<file path="src/hdl/u2l_pkg.sv">
// ---------------------------------------------------------------------------
// u2l_pkg
// Types and constants shared by the UTF-8 to Latin-1 converter.
// ---------------------------------------------------------------------------
package u2l_pkg;

  localparam int CFG_IDX_W = 1;

  // Configuration register indexes.
  typedef enum logic [CFG_IDX_W-1:0] {
    CFG_FALLBACK_CHAR = 1'b0,
    CFG_MIN_CODE      = 1'b1
  } cfg_idx_t;

  localparam logic [7:0] FALLBACK_RESET = 8'd63;
  localparam logic [7:0] MIN_CODE_RESET = 8'd32;

  // Result queue geometry.
  localparam int FIFO_DEPTH = 4;
  localparam int PTR_W      = $clog2(FIFO_DEPTH);
  localparam int CNT_W      = $clog2(FIFO_DEPTH + 1);

  typedef struct packed {
    logic [7:0] out_char;
    logic       run_last;
  } result_t;

  typedef struct packed {
    logic [7:0] fallback_char;
    logic [7:0] min_code;
  } cfg_t;

  // Held bytes of an unfinished sequence.
  typedef struct packed {
    logic [1:0]      count;
    logic [1:0]      seq_len;
    logic [2:0][7:0] data;
  } pend_t;

  // Decoder verdict for one accepted byte.
  typedef struct packed {
    logic [1:0]       n_res;
    result_t [1:0]    res;
    logic [1:0]       count_next;
    logic [1:0]       seq_next;
    logic             wr_en;
    logic [1:0]       wr_idx;
  } dec_t;

endpackage

</file>
<file path="src/hdl/u2l_in_if.sv">
// ---------------------------------------------------------------------------
// u2l_in_if
// Byte stream channel: one raw UTF-8 byte and an end-of-string flag.
// ---------------------------------------------------------------------------
interface u2l_in_if;
  logic       valid;
  logic       ready;
  logic [7:0] in_byte;
  logic       is_last;

  modport source (output valid, output in_byte, output is_last, input ready);
  modport sink (input valid, input in_byte, input is_last, output ready);
endinterface

</file>
<file path="src/hdl/u2l_out_if.sv">
// ---------------------------------------------------------------------------
// u2l_out_if
// Character channel: one converted font byte and a run-end flag.
// ---------------------------------------------------------------------------
interface u2l_out_if;
  logic       valid;
  logic       ready;
  logic [7:0] out_char;
  logic       run_last;

  modport source (output valid, output out_char, output run_last, input ready);
  modport sink (input valid, input out_char, input run_last, output ready);
endinterface

</file>
<file path="src/hdl/u2l_cfg_if.sv">
// ---------------------------------------------------------------------------
// u2l_cfg_if
// Configuration write channel: register index and write data.
// ---------------------------------------------------------------------------
interface u2l_cfg_if;
  import u2l_pkg::*;
  logic                 valid;
  logic                 ready;
  logic [CFG_IDX_W-1:0] index;
  logic [7:0]           data;

  modport source (output valid, output index, output data, input ready);
  modport sink (input valid, input index, input data, output ready);
endinterface

</file>
<file path="src/hdl/u2l_decode.sv">
// ---------------------------------------------------------------------------
// u2l_decode
// Decodes one byte against the held sequence state; gives up to two results.
// ---------------------------------------------------------------------------
module u2l_decode import u2l_pkg::*; (
  input  logic [7:0] in_byte,
  input  logic       is_last,
  input  pend_t      pend,
  input  cfg_t       cfg,
  output dec_t       dec
);

  logic       complete;
  logic [7:0] x;
  logic [1:0] fc;
  logic [1:0] fx;
  logic [1:0] fy;

  function automatic logic [1:0] followers_of(input logic [7:0] c);
    logic [1:0] f;
    f = 2'd0;
    if (c[7:5] == 3'b110) f = 2'd1;
    else if (c[7:4] == 4'b1110) f = 2'd2;
    else if (c[7:3] == 5'b11110) f = 2'd3;
    return f;
  endfunction

  function automatic logic [7:0] map_code(input logic [15:0] cp, input cfg_t k);
    logic [7:0] r;
    r = k.fallback_char;
    if (cp >= {8'd0, k.min_code} && cp <= 16'h00FF) r = cp[7:0];
    return r;
  endfunction

  function automatic logic [7:0] single(input logic [7:0] c, input cfg_t k);
    return c[7] ? k.fallback_char : c;
  endfunction

  function automatic logic [7:0] seq2(input logic [7:0] b0, input logic [7:0] b1,
                                      input cfg_t k);
    return map_code({5'd0, b0[4:0], b1[5:0]}, k);
  endfunction

  function automatic logic [7:0] seq3(input logic [7:0] b0, input logic [7:0] b1,
                                      input logic [7:0] b2, input cfg_t k);
    return map_code({b0[3:0], b1[5:0], b2[5:0]}, k);
  endfunction

  assign complete = (pend.count != 2'd0) && (pend.count == pend.seq_len);
  assign x        = pend.data[1];
  assign fc       = followers_of(in_byte);
  assign fx       = followers_of(x);
  assign fy       = fc;

  always_comb begin
    dec            = '0;
    dec.count_next = pend.count;
    dec.seq_next   = pend.seq_len;
    if (complete) begin
      // The current byte finishes the held sequence.
      dec.n_res          = 2'd1;
      dec.res[0].run_last = 1'b1;
      dec.count_next     = 2'd0;
      dec.seq_next       = 2'd0;
      case (pend.seq_len)
        2'd1:    dec.res[0].out_char = seq2(pend.data[0], in_byte, cfg);
        2'd2:    dec.res[0].out_char = seq3(pend.data[0], pend.data[1], in_byte, cfg);
        default: dec.res[0].out_char = cfg.fallback_char;
      endcase
    end else if (!is_last) begin
      if (pend.count != 2'd0) begin
        dec.wr_en      = 1'b1;
        dec.wr_idx     = pend.count;
        dec.count_next = pend.count + 2'd1;
      end else if (fc != 2'd0) begin
        dec.wr_en      = 1'b1;
        dec.wr_idx     = 2'd0;
        dec.count_next = 2'd1;
        dec.seq_next   = fc;
      end else begin
        dec.n_res           = 2'd1;
        dec.res[0].out_char = single(in_byte, cfg);
        dec.res[0].run_last = 1'b1;
      end
    end else begin
      // End of string: the held lead byte is dropped and the rest decoded again.
      dec.count_next = 2'd0;
      dec.seq_next   = 2'd0;
      if (pend.count != 2'd2) begin
        if (fc == 2'd0) begin
          dec.n_res           = 2'd1;
          dec.res[0].out_char = single(in_byte, cfg);
          dec.res[0].run_last = 1'b1;
        end
      end else if (fx == 2'd0) begin
        dec.res[0].out_char = single(x, cfg);
        if (fy == 2'd0) begin
          dec.n_res           = 2'd2;
          dec.res[1].out_char = single(in_byte, cfg);
          dec.res[1].run_last = 1'b1;
        end else begin
          dec.n_res           = 2'd1;
          dec.res[0].run_last = 1'b1;
        end
      end else if (fx == 2'd1) begin
        dec.n_res           = 2'd1;
        dec.res[0].out_char = seq2(x, in_byte, cfg);
        dec.res[0].run_last = 1'b1;
      end else if (fy == 2'd0) begin
        dec.n_res           = 2'd1;
        dec.res[0].out_char = single(in_byte, cfg);
        dec.res[0].run_last = 1'b1;
      end
    end
  end

endmodule

</file>
<file path="src/hdl/u2l_results.sv">
// ---------------------------------------------------------------------------
// u2l_results
// Small result queue: takes up to two results a cycle, delivers one.
// ---------------------------------------------------------------------------
module u2l_results import u2l_pkg::*; (
  input  logic           clk,
  input  logic           rst,
  input  logic [1:0]     push_n,
  input  result_t [1:0]  push_res,
  output logic           room,
  u2l_out_if.source      chars
);

  result_t            mem [FIFO_DEPTH];
  logic [PTR_W-1:0]   wr_ptr;
  logic [PTR_W-1:0]   rd_ptr;
  logic [CNT_W-1:0]   count;
  logic [PTR_W-1:0]   wr_ptr_1;
  logic               pop;

  assign pop      = chars.valid && chars.ready;
  assign wr_ptr_1 = wr_ptr + PTR_W'(1);

  always_ff @(posedge clk) begin
    if (rst) begin
      wr_ptr <= '0;
      rd_ptr <= '0;
      count  <= '0;
    end else begin
      wr_ptr <= wr_ptr + PTR_W'(push_n);
      rd_ptr <= rd_ptr + PTR_W'(pop);
      count  <= count + CNT_W'(push_n) - CNT_W'(pop);
    end
  end

  always_ff @(posedge clk) begin
    if (push_n != 2'd0) mem[wr_ptr] <= push_res[0];
    if (push_n == 2'd2) mem[wr_ptr_1] <= push_res[1];
  end

  // Room for a worst-case pair of results from the next byte.
  assign room           = count <= CNT_W'(FIFO_DEPTH - 2);
  assign chars.valid    = count != '0;
  assign chars.out_char = mem[rd_ptr].out_char;
  assign chars.run_last = mem[rd_ptr].run_last;

endmodule

</file>
<file path="src/hdl/utf8_to_latin1_converter.sv">
// ---------------------------------------------------------------------------
// utf8_to_latin1_converter
// Converts a UTF-8 byte stream into single-byte font characters.
// ---------------------------------------------------------------------------
//
//   Channel  Dir  Payload              Request
//   bytes    in   in_byte, is_last     one raw UTF-8 byte of a string
//   chars    out  out_char, run_last   one font character
//   cfg      in   index, data          one register write
//
// One byte is accepted per cycle; its zero to two characters are in the
// result queue at the next edge, and the queue delivers one per ready cycle.
// The decode is a single combinational pass from the held sequence state
// and the incoming byte into the queue, so the rate is set by the queue's
// single read port: a string of ASCII bytes streams at one per cycle.
// Reset (synchronous, active high) empties the queue and the held sequence
// and restores the fallback character to '?' and the minimum code to 0x20.
// When the queue cannot take a further pair of results, bytes.ready drops.
//
module utf8_to_latin1_converter import u2l_pkg::*; (
  input  logic     clk,
  input  logic     rst,
  u2l_in_if.sink   bytes,
  u2l_out_if.source chars,
  u2l_cfg_if.sink  cfg
);

  cfg_t       cfg_regs;
  pend_t      pend;
  dec_t       dec;
  logic       room;
  logic       accept;
  logic [1:0] push_n;

  // Configuration is always taken; the user must write only while the block is idle (not enforced here).
  assign cfg.ready = 1'b1;

  always_ff @(posedge clk) begin
    if (rst) begin
      cfg_regs.fallback_char <= FALLBACK_RESET;
      cfg_regs.min_code      <= MIN_CODE_RESET;
    end else if (cfg.valid) begin
      unique case (cfg_idx_t'(cfg.index))
        CFG_FALLBACK_CHAR: cfg_regs.fallback_char <= cfg.data;
        CFG_MIN_CODE:      cfg_regs.min_code      <= cfg.data;
        default: ;
      endcase
    end
  end

  assign bytes.ready = room;
  assign accept      = bytes.valid && bytes.ready;

  // Count and expected length of the sequence being collected. The held
  // bytes themselves carry no reset; they are read only once written.
  always_ff @(posedge clk) begin
    if (rst) begin
      pend.count   <= 2'd0;
      pend.seq_len <= 2'd0;
    end else if (accept) begin
      pend.count   <= dec.count_next;
      pend.seq_len <= dec.seq_next;
    end
    if (accept && dec.wr_en) begin
      pend.data[dec.wr_idx] <= bytes.in_byte;
    end
  end

  u2l_decode u_decode (
    .in_byte (bytes.in_byte),
    .is_last (bytes.is_last),
    .pend    (pend),
    .cfg     (cfg_regs),
    .dec     (dec)
  );

  assign push_n = accept ? dec.n_res : 2'd0;

  u2l_results u_results (
    .clk      (clk),
    .rst      (rst),
    .push_n   (push_n),
    .push_res (dec.res),
    .room     (room),
    .chars    (chars)
  );

endmodule

</file>
<file path="src/flat_wrapper.sv">
// flat-port wrapper written by rule: the top's interface ports become plain ports
module utf8_to_latin1_converter_flat import u2l_pkg::*;
  (clk, rst, bytes_valid, bytes_in_byte, bytes_is_last, bytes_ready, chars_valid, chars_out_char, chars_run_last, chars_ready, cfg_valid, cfg_index, cfg_data, cfg_ready);
  u2l_in_if bytes_i ();
  u2l_out_if chars_i ();
  u2l_cfg_if cfg_i ();
  input  logic clk;
  input  logic rst;
  input wire logic [$bits(bytes_i.valid)-1:0] bytes_valid;
  input wire logic [$bits(bytes_i.in_byte)-1:0] bytes_in_byte;
  input wire logic [$bits(bytes_i.is_last)-1:0] bytes_is_last;
  output wire logic [$bits(bytes_i.ready)-1:0] bytes_ready;
  output wire logic [$bits(chars_i.valid)-1:0] chars_valid;
  output wire logic [$bits(chars_i.out_char)-1:0] chars_out_char;
  output wire logic [$bits(chars_i.run_last)-1:0] chars_run_last;
  input wire logic [$bits(chars_i.ready)-1:0] chars_ready;
  input wire logic [$bits(cfg_i.valid)-1:0] cfg_valid;
  input wire logic [$bits(cfg_i.index)-1:0] cfg_index;
  input wire logic [$bits(cfg_i.data)-1:0] cfg_data;
  output wire logic [$bits(cfg_i.ready)-1:0] cfg_ready;
  assign bytes_i.valid = bytes_valid;
  assign bytes_i.in_byte = bytes_in_byte;
  assign bytes_i.is_last = bytes_is_last;
  assign bytes_ready = bytes_i.ready;
  assign chars_valid = chars_i.valid;
  assign chars_out_char = chars_i.out_char;
  assign chars_run_last = chars_i.run_last;
  assign chars_i.ready = chars_ready;
  assign cfg_i.valid = cfg_valid;
  assign cfg_i.index = cfg_index;
  assign cfg_i.data = cfg_data;
  assign cfg_ready = cfg_i.ready;
  utf8_to_latin1_converter u_core (.clk(clk), .rst(rst), .bytes(bytes_i), .chars(chars_i), .cfg(cfg_i));
endmodule
</file>
<file path="config.mk">
export PLATFORM = sky130hd
export DESIGN_NAME = utf8_to_latin1_converter_flat
export DESIGN_NICKNAME = d
export VERILOG_FILES = /design/src/hdl/u2l_pkg.sv /design/src/hdl/u2l_in_if.sv /design/src/hdl/u2l_out_if.sv /design/src/hdl/u2l_cfg_if.sv /design/src/hdl/u2l_decode.sv /design/src/hdl/u2l_results.sv /design/src/hdl/utf8_to_latin1_converter.sv /design/src/flat_wrapper.sv
export SDC_FILE = /design/constraint.sdc
export NUM_CORES = 1
export LEC_CHECK = 0
export BUFFER_PORTS_ARGS = -buffer_cell sky130_fd_sc_hd__clkbuf_2
export CAP_MARGIN = 30
export CORE_ASPECT_RATIO = 0.9
export CORE_MARGIN = 4
export CORE_UTILIZATION = 55
export DETAILED_ROUTE_END_ITERATION = 10
export PLACE_DENSITY = 0.84
export SETUP_SLACK_MARGIN = 0.5
export SLEW_MARGIN = 0
export SYNTH_ARGS = -nofsm -noshare
export SYNTH_HDL_FRONTEND = slang
export SYNTH_SLANG_ARGS = --single-unit
export TNS_END_PERCENT = 100
</file>
<file path="constraint.sdc">
create_clock -name clk -period 4 [get_ports clk]
set_input_delay 0.8 -clock clk [delete_from_list [all_inputs] [get_ports clk]]
set_output_delay 0.8 -clock clk [all_outputs]
set_load 0.03 [all_outputs]
</file>
==> impl_metrics.ini, run 1 <==
[outcome]
status = completed

[global_route]
grt_pass1_wl_microns = 20770
grt_max_degree = 28
grt_usage_pct = 25.51
grt_pass1_vias = 4044
antenna_found_initial = 0
grt.overflow.total = 0

[clocking]
cts_made_buffers = 9
postCtsHoldBufs = 0
cts_tree = yes
clockBufferDepth = 2
htreeDepth = 3
numClockSinks = 76
cts-root-buf = clkbuf_8
clk_transition_reported_paths_ns = 0.08
clk_latency_ns = 0.36

[yosys]
postSynthAreaPerCell_sq_um = 9.669
syn-num-nets = 542
netlist_instances = 499
ys_seq_area_share_pct = 41.70
synth-seq-cells = 76
synth.distinct_cells = 62
ys_async_sr_fraction_pct = 0
yosys_warnings = 0
synth-edff-count = 49
synth_flop_cell = edfxtp_1
syn_area_sq_um = 4825

[setup_path]
timing.rr.end = u_core.u_results.count[2]
worstSetupPathType = in -> reg
crit_path_max_fanout = 10
critPathLaunchType = input port
crit_required_ns = 4.06
rr_startpoint = u_core.pend[26]
endpoint_kind = register
worstPathArrival_ns = 3.35
rrSetupSlack_ns = 0.79
worst_r2r_path_depth = 12

[floorplanning]
rows = 32
start_util_pct = 56.31
die_h_microns = 96.86
die_area_sq_um = 10340
fp.dieW_microns = 106.7
ios = 35
core_area_sq_um = 8568

[cells_and_area]
final_cell_mix = nand2_1 (57), edfxtp_1 (49), nor2_1 (34)
register_area_sq_um = 2012
final_cell_area_sq_um = 5321
fin_util_pct = 62.11
layout_commonest_cell = nand2_1
area_growth_pct = 10.30
nFillCells = 737
multi_input_area_sq_um = 2567
diodes = 0
drive_gt1_share_pct = 16.95
fin_nets = 569

[drt]
wl_per_cell_microns = 19.42
routed_via_density = 6.269
drc = 0
antenna_left = 0
drt_first_pass_iters = 5
num_vias = 4075
routed_wl_microns = 12620
drt_iter0_markers = 333

[min_path]
whs_endpoint = u_core.cfg_regs[3]
hold_path_depth = 2
min_path_type = reg -> reg
hold_start = u_core.cfg_regs[3]

[pwr]
power.static_leakage_nw = 1.917
power_mw = 2.297
vdd_drop_max_v = 0.0003456
p_per_area_nw_per_um2 = 431.7

[timing]
worstMarginPinSlew_ns = 0.8998
hold_viol = 0
finalCritPeriodShare_pct = 82.08
maxSlewViolCount = 0
setup_viol_count_final = 0
max_freq_mhz = 304.6
finClkSkew_ns = 0.01432
fin_crit_ns = 3.283
timing.final.ws_setup_ns = 0.7169
slew_headroom_pct = 39.89
finalSetupTns_ns = 0
rsz0062_at_grt = false

[place]
hpwlAfterDp_microns = 9776
finalWeightedCongestion = 0.9688
pre_cts_ws_ns = 0.4252
placed_area_sq_um = 5081
io_buffers = 33

[job]
timing.max_cap.violations = 0
## repair_timing
item                       CTS  global route
buffers inserted             0             0
setup endpoints to repair    0             1
resized for setup            0             2
## flip-flops by register name (all words and copies together), names as in the netlist
name / count
u_core.u_results.rd_ptr: 2
u_core.pend: 17
u_core.u_results.wr_ptr: 2
u_core.u_results.mem: 36
u_core.u_results.count: 3
u_core.cfg_regs: 16
## per-layer routing
metal | GRT usage [%] | vias up | routed length (microns)
li1 | - | 1929 | -
met1 | 36.03 | 1925 | 5620
met2 | 39.55 | 192 | 5679
met3 | 4.670 | 29 | 1008
met4 | 8.653 | 0 | 315
met5 | 0 | - | 0
## cells by family after synthesis
family,synth area share (%)
and+or+nand+nor,18.23
xor gates and xnor gates,1.271
buffers and inverters,5.368
muxes,7.884
DFF,41.70
other,0.07773
adders and majority gates,5.342
AOI/OAI and AO/OA,20.12
## how the worst max path moves through the flow
stage / from / to / slack (ns) / cells past startpoint
floorplan: bytes_in_byte[7] / u_core.u_results.count[2] / 0.80 / 14
global placement: bytes_in_byte[3] / u_core.u_results.count[2] / 0.51 / 15
detailed placement: bytes_in_byte[3] / u_core.u_results.count[2] / 0.43 / 15
CTS: u_core.pend[26] / u_core.u_results.count[2] / 0.72 / 12
global route: bytes_in_byte[1] / u_core.u_results.mem[0][6] / 0.54 / 9
finish: bytes_in_byte[1] / u_core.u_results.mem[0][6] / 0.72 / 9
## cells in the mapped netlist (3+ instances only)
cell	count	share of area, %
o221ai_1	3	0.54
nand2_1	57	4.4
mux2_2	6	1.4
o21ai_1	5	0.52
or3_1	3	0.39
buf_6	3	0.70
a31oi_1	4	0.52
ha_1	19	4.9
nor2b_1	13	1.7
o21a_1	3	0.47
mux2i_1	11	2.3
buf_4	3	0.47
buf_2	7	0.73
a21oi_1	31	3.2
nor2_1	34	2.6
a311oi_1	5	0.91
mux4_2	9	4.2
clkbuf_1	17	1.3
nor3_1	11	1.1
nand3_1	19	2.0
o31ai_1	7	1.1
xnor2_1	5	0.91
and2_1	10	1.3
inv_1	26	2.0
nand3b_1	3	0.47
o21ai_0	17	1.8
a211oi_1	10	1.6
dfxtp_1	27	11
edfxtp_1	49	30
a32oi_1	6	1.1
nor3_2	3	0.62
and3_1	3	0.39
a211o_1	9	1.6
o22ai_1	3	0.39
o211ai_1	22	3.4
## critical path, cell delays in order
cell      delay, ns
clkbuf_2       0.15
ha_1           0.34
nor2b_1        0.14
o31ai_1        0.34
a21bo_1        0.38
a21oi_1        0.17
or2_1          0.33
a32oi_1        0.50
o211ai_1       0.19
## metrics by stage
step,hold WS (ns),instances
2_1_floorplan,0.4354,499
3_3_place_gp,0.4455,634
3_5_place_dp,0.4494,634
4_1_cts,0.4602,650
5_1_grt,0.4902,650
6_report,0.4575,650
## where the power goes
group	leakage, nW	switching (mW)	total [mW]	internal, mW
Sequential	0.666	0.0799	0.999	0.919
Clock	0.117	0.296	0.682	0.386
Combinational	1.13	0.360	0.617	0.257
Total	1.92	0.736	2.30	1.56
## layout make-up
cell class / instances / area share (%)
Clock inverter: 4 / 1.340
Tap cell: 119 / 2.798
Sequential cell: 76 / 37.81
Timing Repair Buffer: 46 / 4.938
Inverter: 27 / 1.952
Clock buffer: 12 / 2.916
Multi-Input combinational cell: 366 / 48.25
(Power assumes the default switching activity.)
==> inputs of run 2 (changes only) <==
- PLACE_DENSITY: 0.84 -> 0.87
- clock period: 4 -> 2.7 ns (I/O delays scaled with it)
==> run 2 against run 1 <==
  * The run now ends with DRC, setup timing left
  * First-iteration DRC count grew to 3.9 times the previous value
  * Register-to-register slack got worse by 1.1 ns
  * Count of clock-buffer cells in the layout is 1 lower
  * Core utilization increased by 23 points
  * Critical endpoint is now u_core.u_results.count[2]
  * Largest cell class unchanged
  * Highest routed layer unchanged
==> impl_metrics.ini, run 2 (synthesis results as in run 1) <==
[outcome]
status = complete, but fails checks
violations = DRC, setup timing

[job]
timing.max_cap.violations = 0

[global_route]
grt_use_met3_pct = 12.47
use_met1_pct = 44.63
grt_use_met2_pct = 56.15
antenna_found_initial = 0
grt_usage_pct = 36.43
grt.busiest_layer = met2
grt_pass1_vias = 5362
grt.overflow.total = 0
grt_pass1_wl_microns = 29100
grt_max_degree = 28

[drt]
antenna_left = 0
drt_first_pass_iters = 11
drc = 2
routed_wl_microns = 23440
drt_iter0_markers = 1307
num_vias = 5798
wl_per_cell_microns = 30.72
routed_via_density = 7.599

[cells_and_area]
multi_input_area_sq_um = 3486
drive_gt1_share_pct = 51.86
top_register = u_core.u_results.mem
largest_reg_flops = 36
area_growth_pct = 51.45
largestRegisters = u_core.u_results.mem (36), u_core.pend (17), u_core.cfg_regs (16)
fin_util_pct = 85.28
final_cell_mix = buf_4 (85), edfxtp_1 (49), nand2_1 (46)
fin_nets = 682
stdcell_count = 763
nFillCells = 353
diodes = 0
register_area_sq_um = 2027
layout_commonest_cell = buf_4

[place]
hpwlAfterDp_microns = 10540
dpl.cell_count = 695
io_buffers = 33
pre_cts_ws_ns = -0.3895
finalWeightedCongestion = 0.9560

[setup_path]
crit_required_ns = 2.94
worstPathArrival_ns = 3.23
worstSetupPathType = reg -> reg
endpoint_kind = register
crit_path_max_fanout = 3
critPathLaunchType = register

[timing]
finClkSkew_ns = 0.01498
finalCritPeriodShare_pct = 110.9
timing.final.ws_setup_ns = -0.2941
fin_crit_ns = 2.994
maxSlewViolCount = 0
finalSetupTns_ns = -5.492
hold_viol = 0
max_freq_mhz = 334.0
worstMarginPinSlew_ns = 0.8305
rsz0062_at_grt = true
setup_viol_count_final = 56
slew_headroom_pct = 44.56

[clocking]
cts_made_buffers = 9
clockBufferDepth = 2
numClockSinks = 76
clk_transition_reported_paths_ns = 0.09
cts-root-buf = clkbuf_8
cts_tree = yes
htreeDepth = 3
clk_latency_ns = 0.38

[pwr]
switching_share_pct = 38.15
power.static_leakage_nw = 2.671
pwr-share-seq_pct = 37.7
p_sw_mw = 1.520
clkPwrFrac_pct = 22.4
p_per_area_nw_per_um2 = 545.1
power_frac_comb_pct = 39.9
power_mw = 3.983
vdd_drop_max_v = 0.0007374
p_int_mw = 2.463

[min_path]
min_path_type = in -> reg

[floorplanning]
core_area_sq_um = 8568
die_h_microns = 96.86
rows = 32
ios = 35
die_area_sq_um = 10340
start_util_pct = 56.31
fp.dieW_microns = 106.7
==> run 2: routing by layer <==
metal / vias to the layer above / routed length, microns
met2: 750 / 9842
li1: 2150 / -
met1: 2617 / 7548
met3: 281 / 3775
met4: 0 / 2273
met5: - / 0
==> run 2: final timing paths <==
check                                                  to  slack [ns]  depth (start not counted)          startpoint
worst max register to register  u_core.u_results.count[2]       -0.29                         16     u_core.pend[26]
worst min register to register         u_core.cfg_regs[5]        0.48                          1  u_core.cfg_regs[5]
worst min-delay path                   u_core.cfg_regs[9]        0.41                          2         cfg_data[1]
worst max-delay path            u_core.u_results.count[2]       -0.29                         16     u_core.pend[26]
==> run 2: power groups by stage <==
stage,Clock [mW],Sequential [mW],Combinational [mW]
after floorplan,0,1.42,0.792
after detailed placement,0,1.48,1.08
after global routing,0.927,1.50,1.65
after global placement,0,1.47,1.04
after CTS,0.844,1.46,1.30
final,0.890,1.50,1.59
==> run 2: through the flow <==
stage	hold WS, ns	cell area [sq um]
6_report	0.4089	7307
5_1_grt	0.3908	7307
4_1_cts	0.3875	6780
3_5_place_dp	0.4482	5767
3_3_place_gp	0.4453	5767
2_1_floorplan	0.4354	5056
==> run 2: timing repair <==
| item | 4_1_cts | 5_1_grt |
|---|---|---|
| gates resized for setup | 130 | 80 |
| hold buffers | 0 | 0 |
| setup endpoints to repair | 98 | 102 |
| cloned | 3 | 0 |
| pin swaps | 58 | 42 |
| buffers inserted | 29 | 20 |
| endpoints found under the hold margin | 0 | 0 |
==> run 2: critical path, cell delays in order, from the launching register on <==
cell and delay (ns):
dfxtp_2 0.34, inv_2 0.08, ha_4 0.16, inv_4 0.04
a31o_4 0.20, mux2_4 0.27, a221oi_4 0.30, nor2_2 0.09
inv_2 0.07, ha_4 0.19, inv_2 0.06, ha_4 0.12
inv_2 0.03, fa_2 0.38, xnor2_2 0.15, xnor2_1 0.24
nor2_1 0.11
==> run 2: final cells by class <==
class	count	area share, %
Clock buffer	11	2.089
Tap cell	119	2.038
Inverter	27	1.524
Multi-Input combinational cell	366	47.71
Clock inverter	5	0.4623
Timing Repair Buffer	159	18.44
Sequential cell	76	27.74
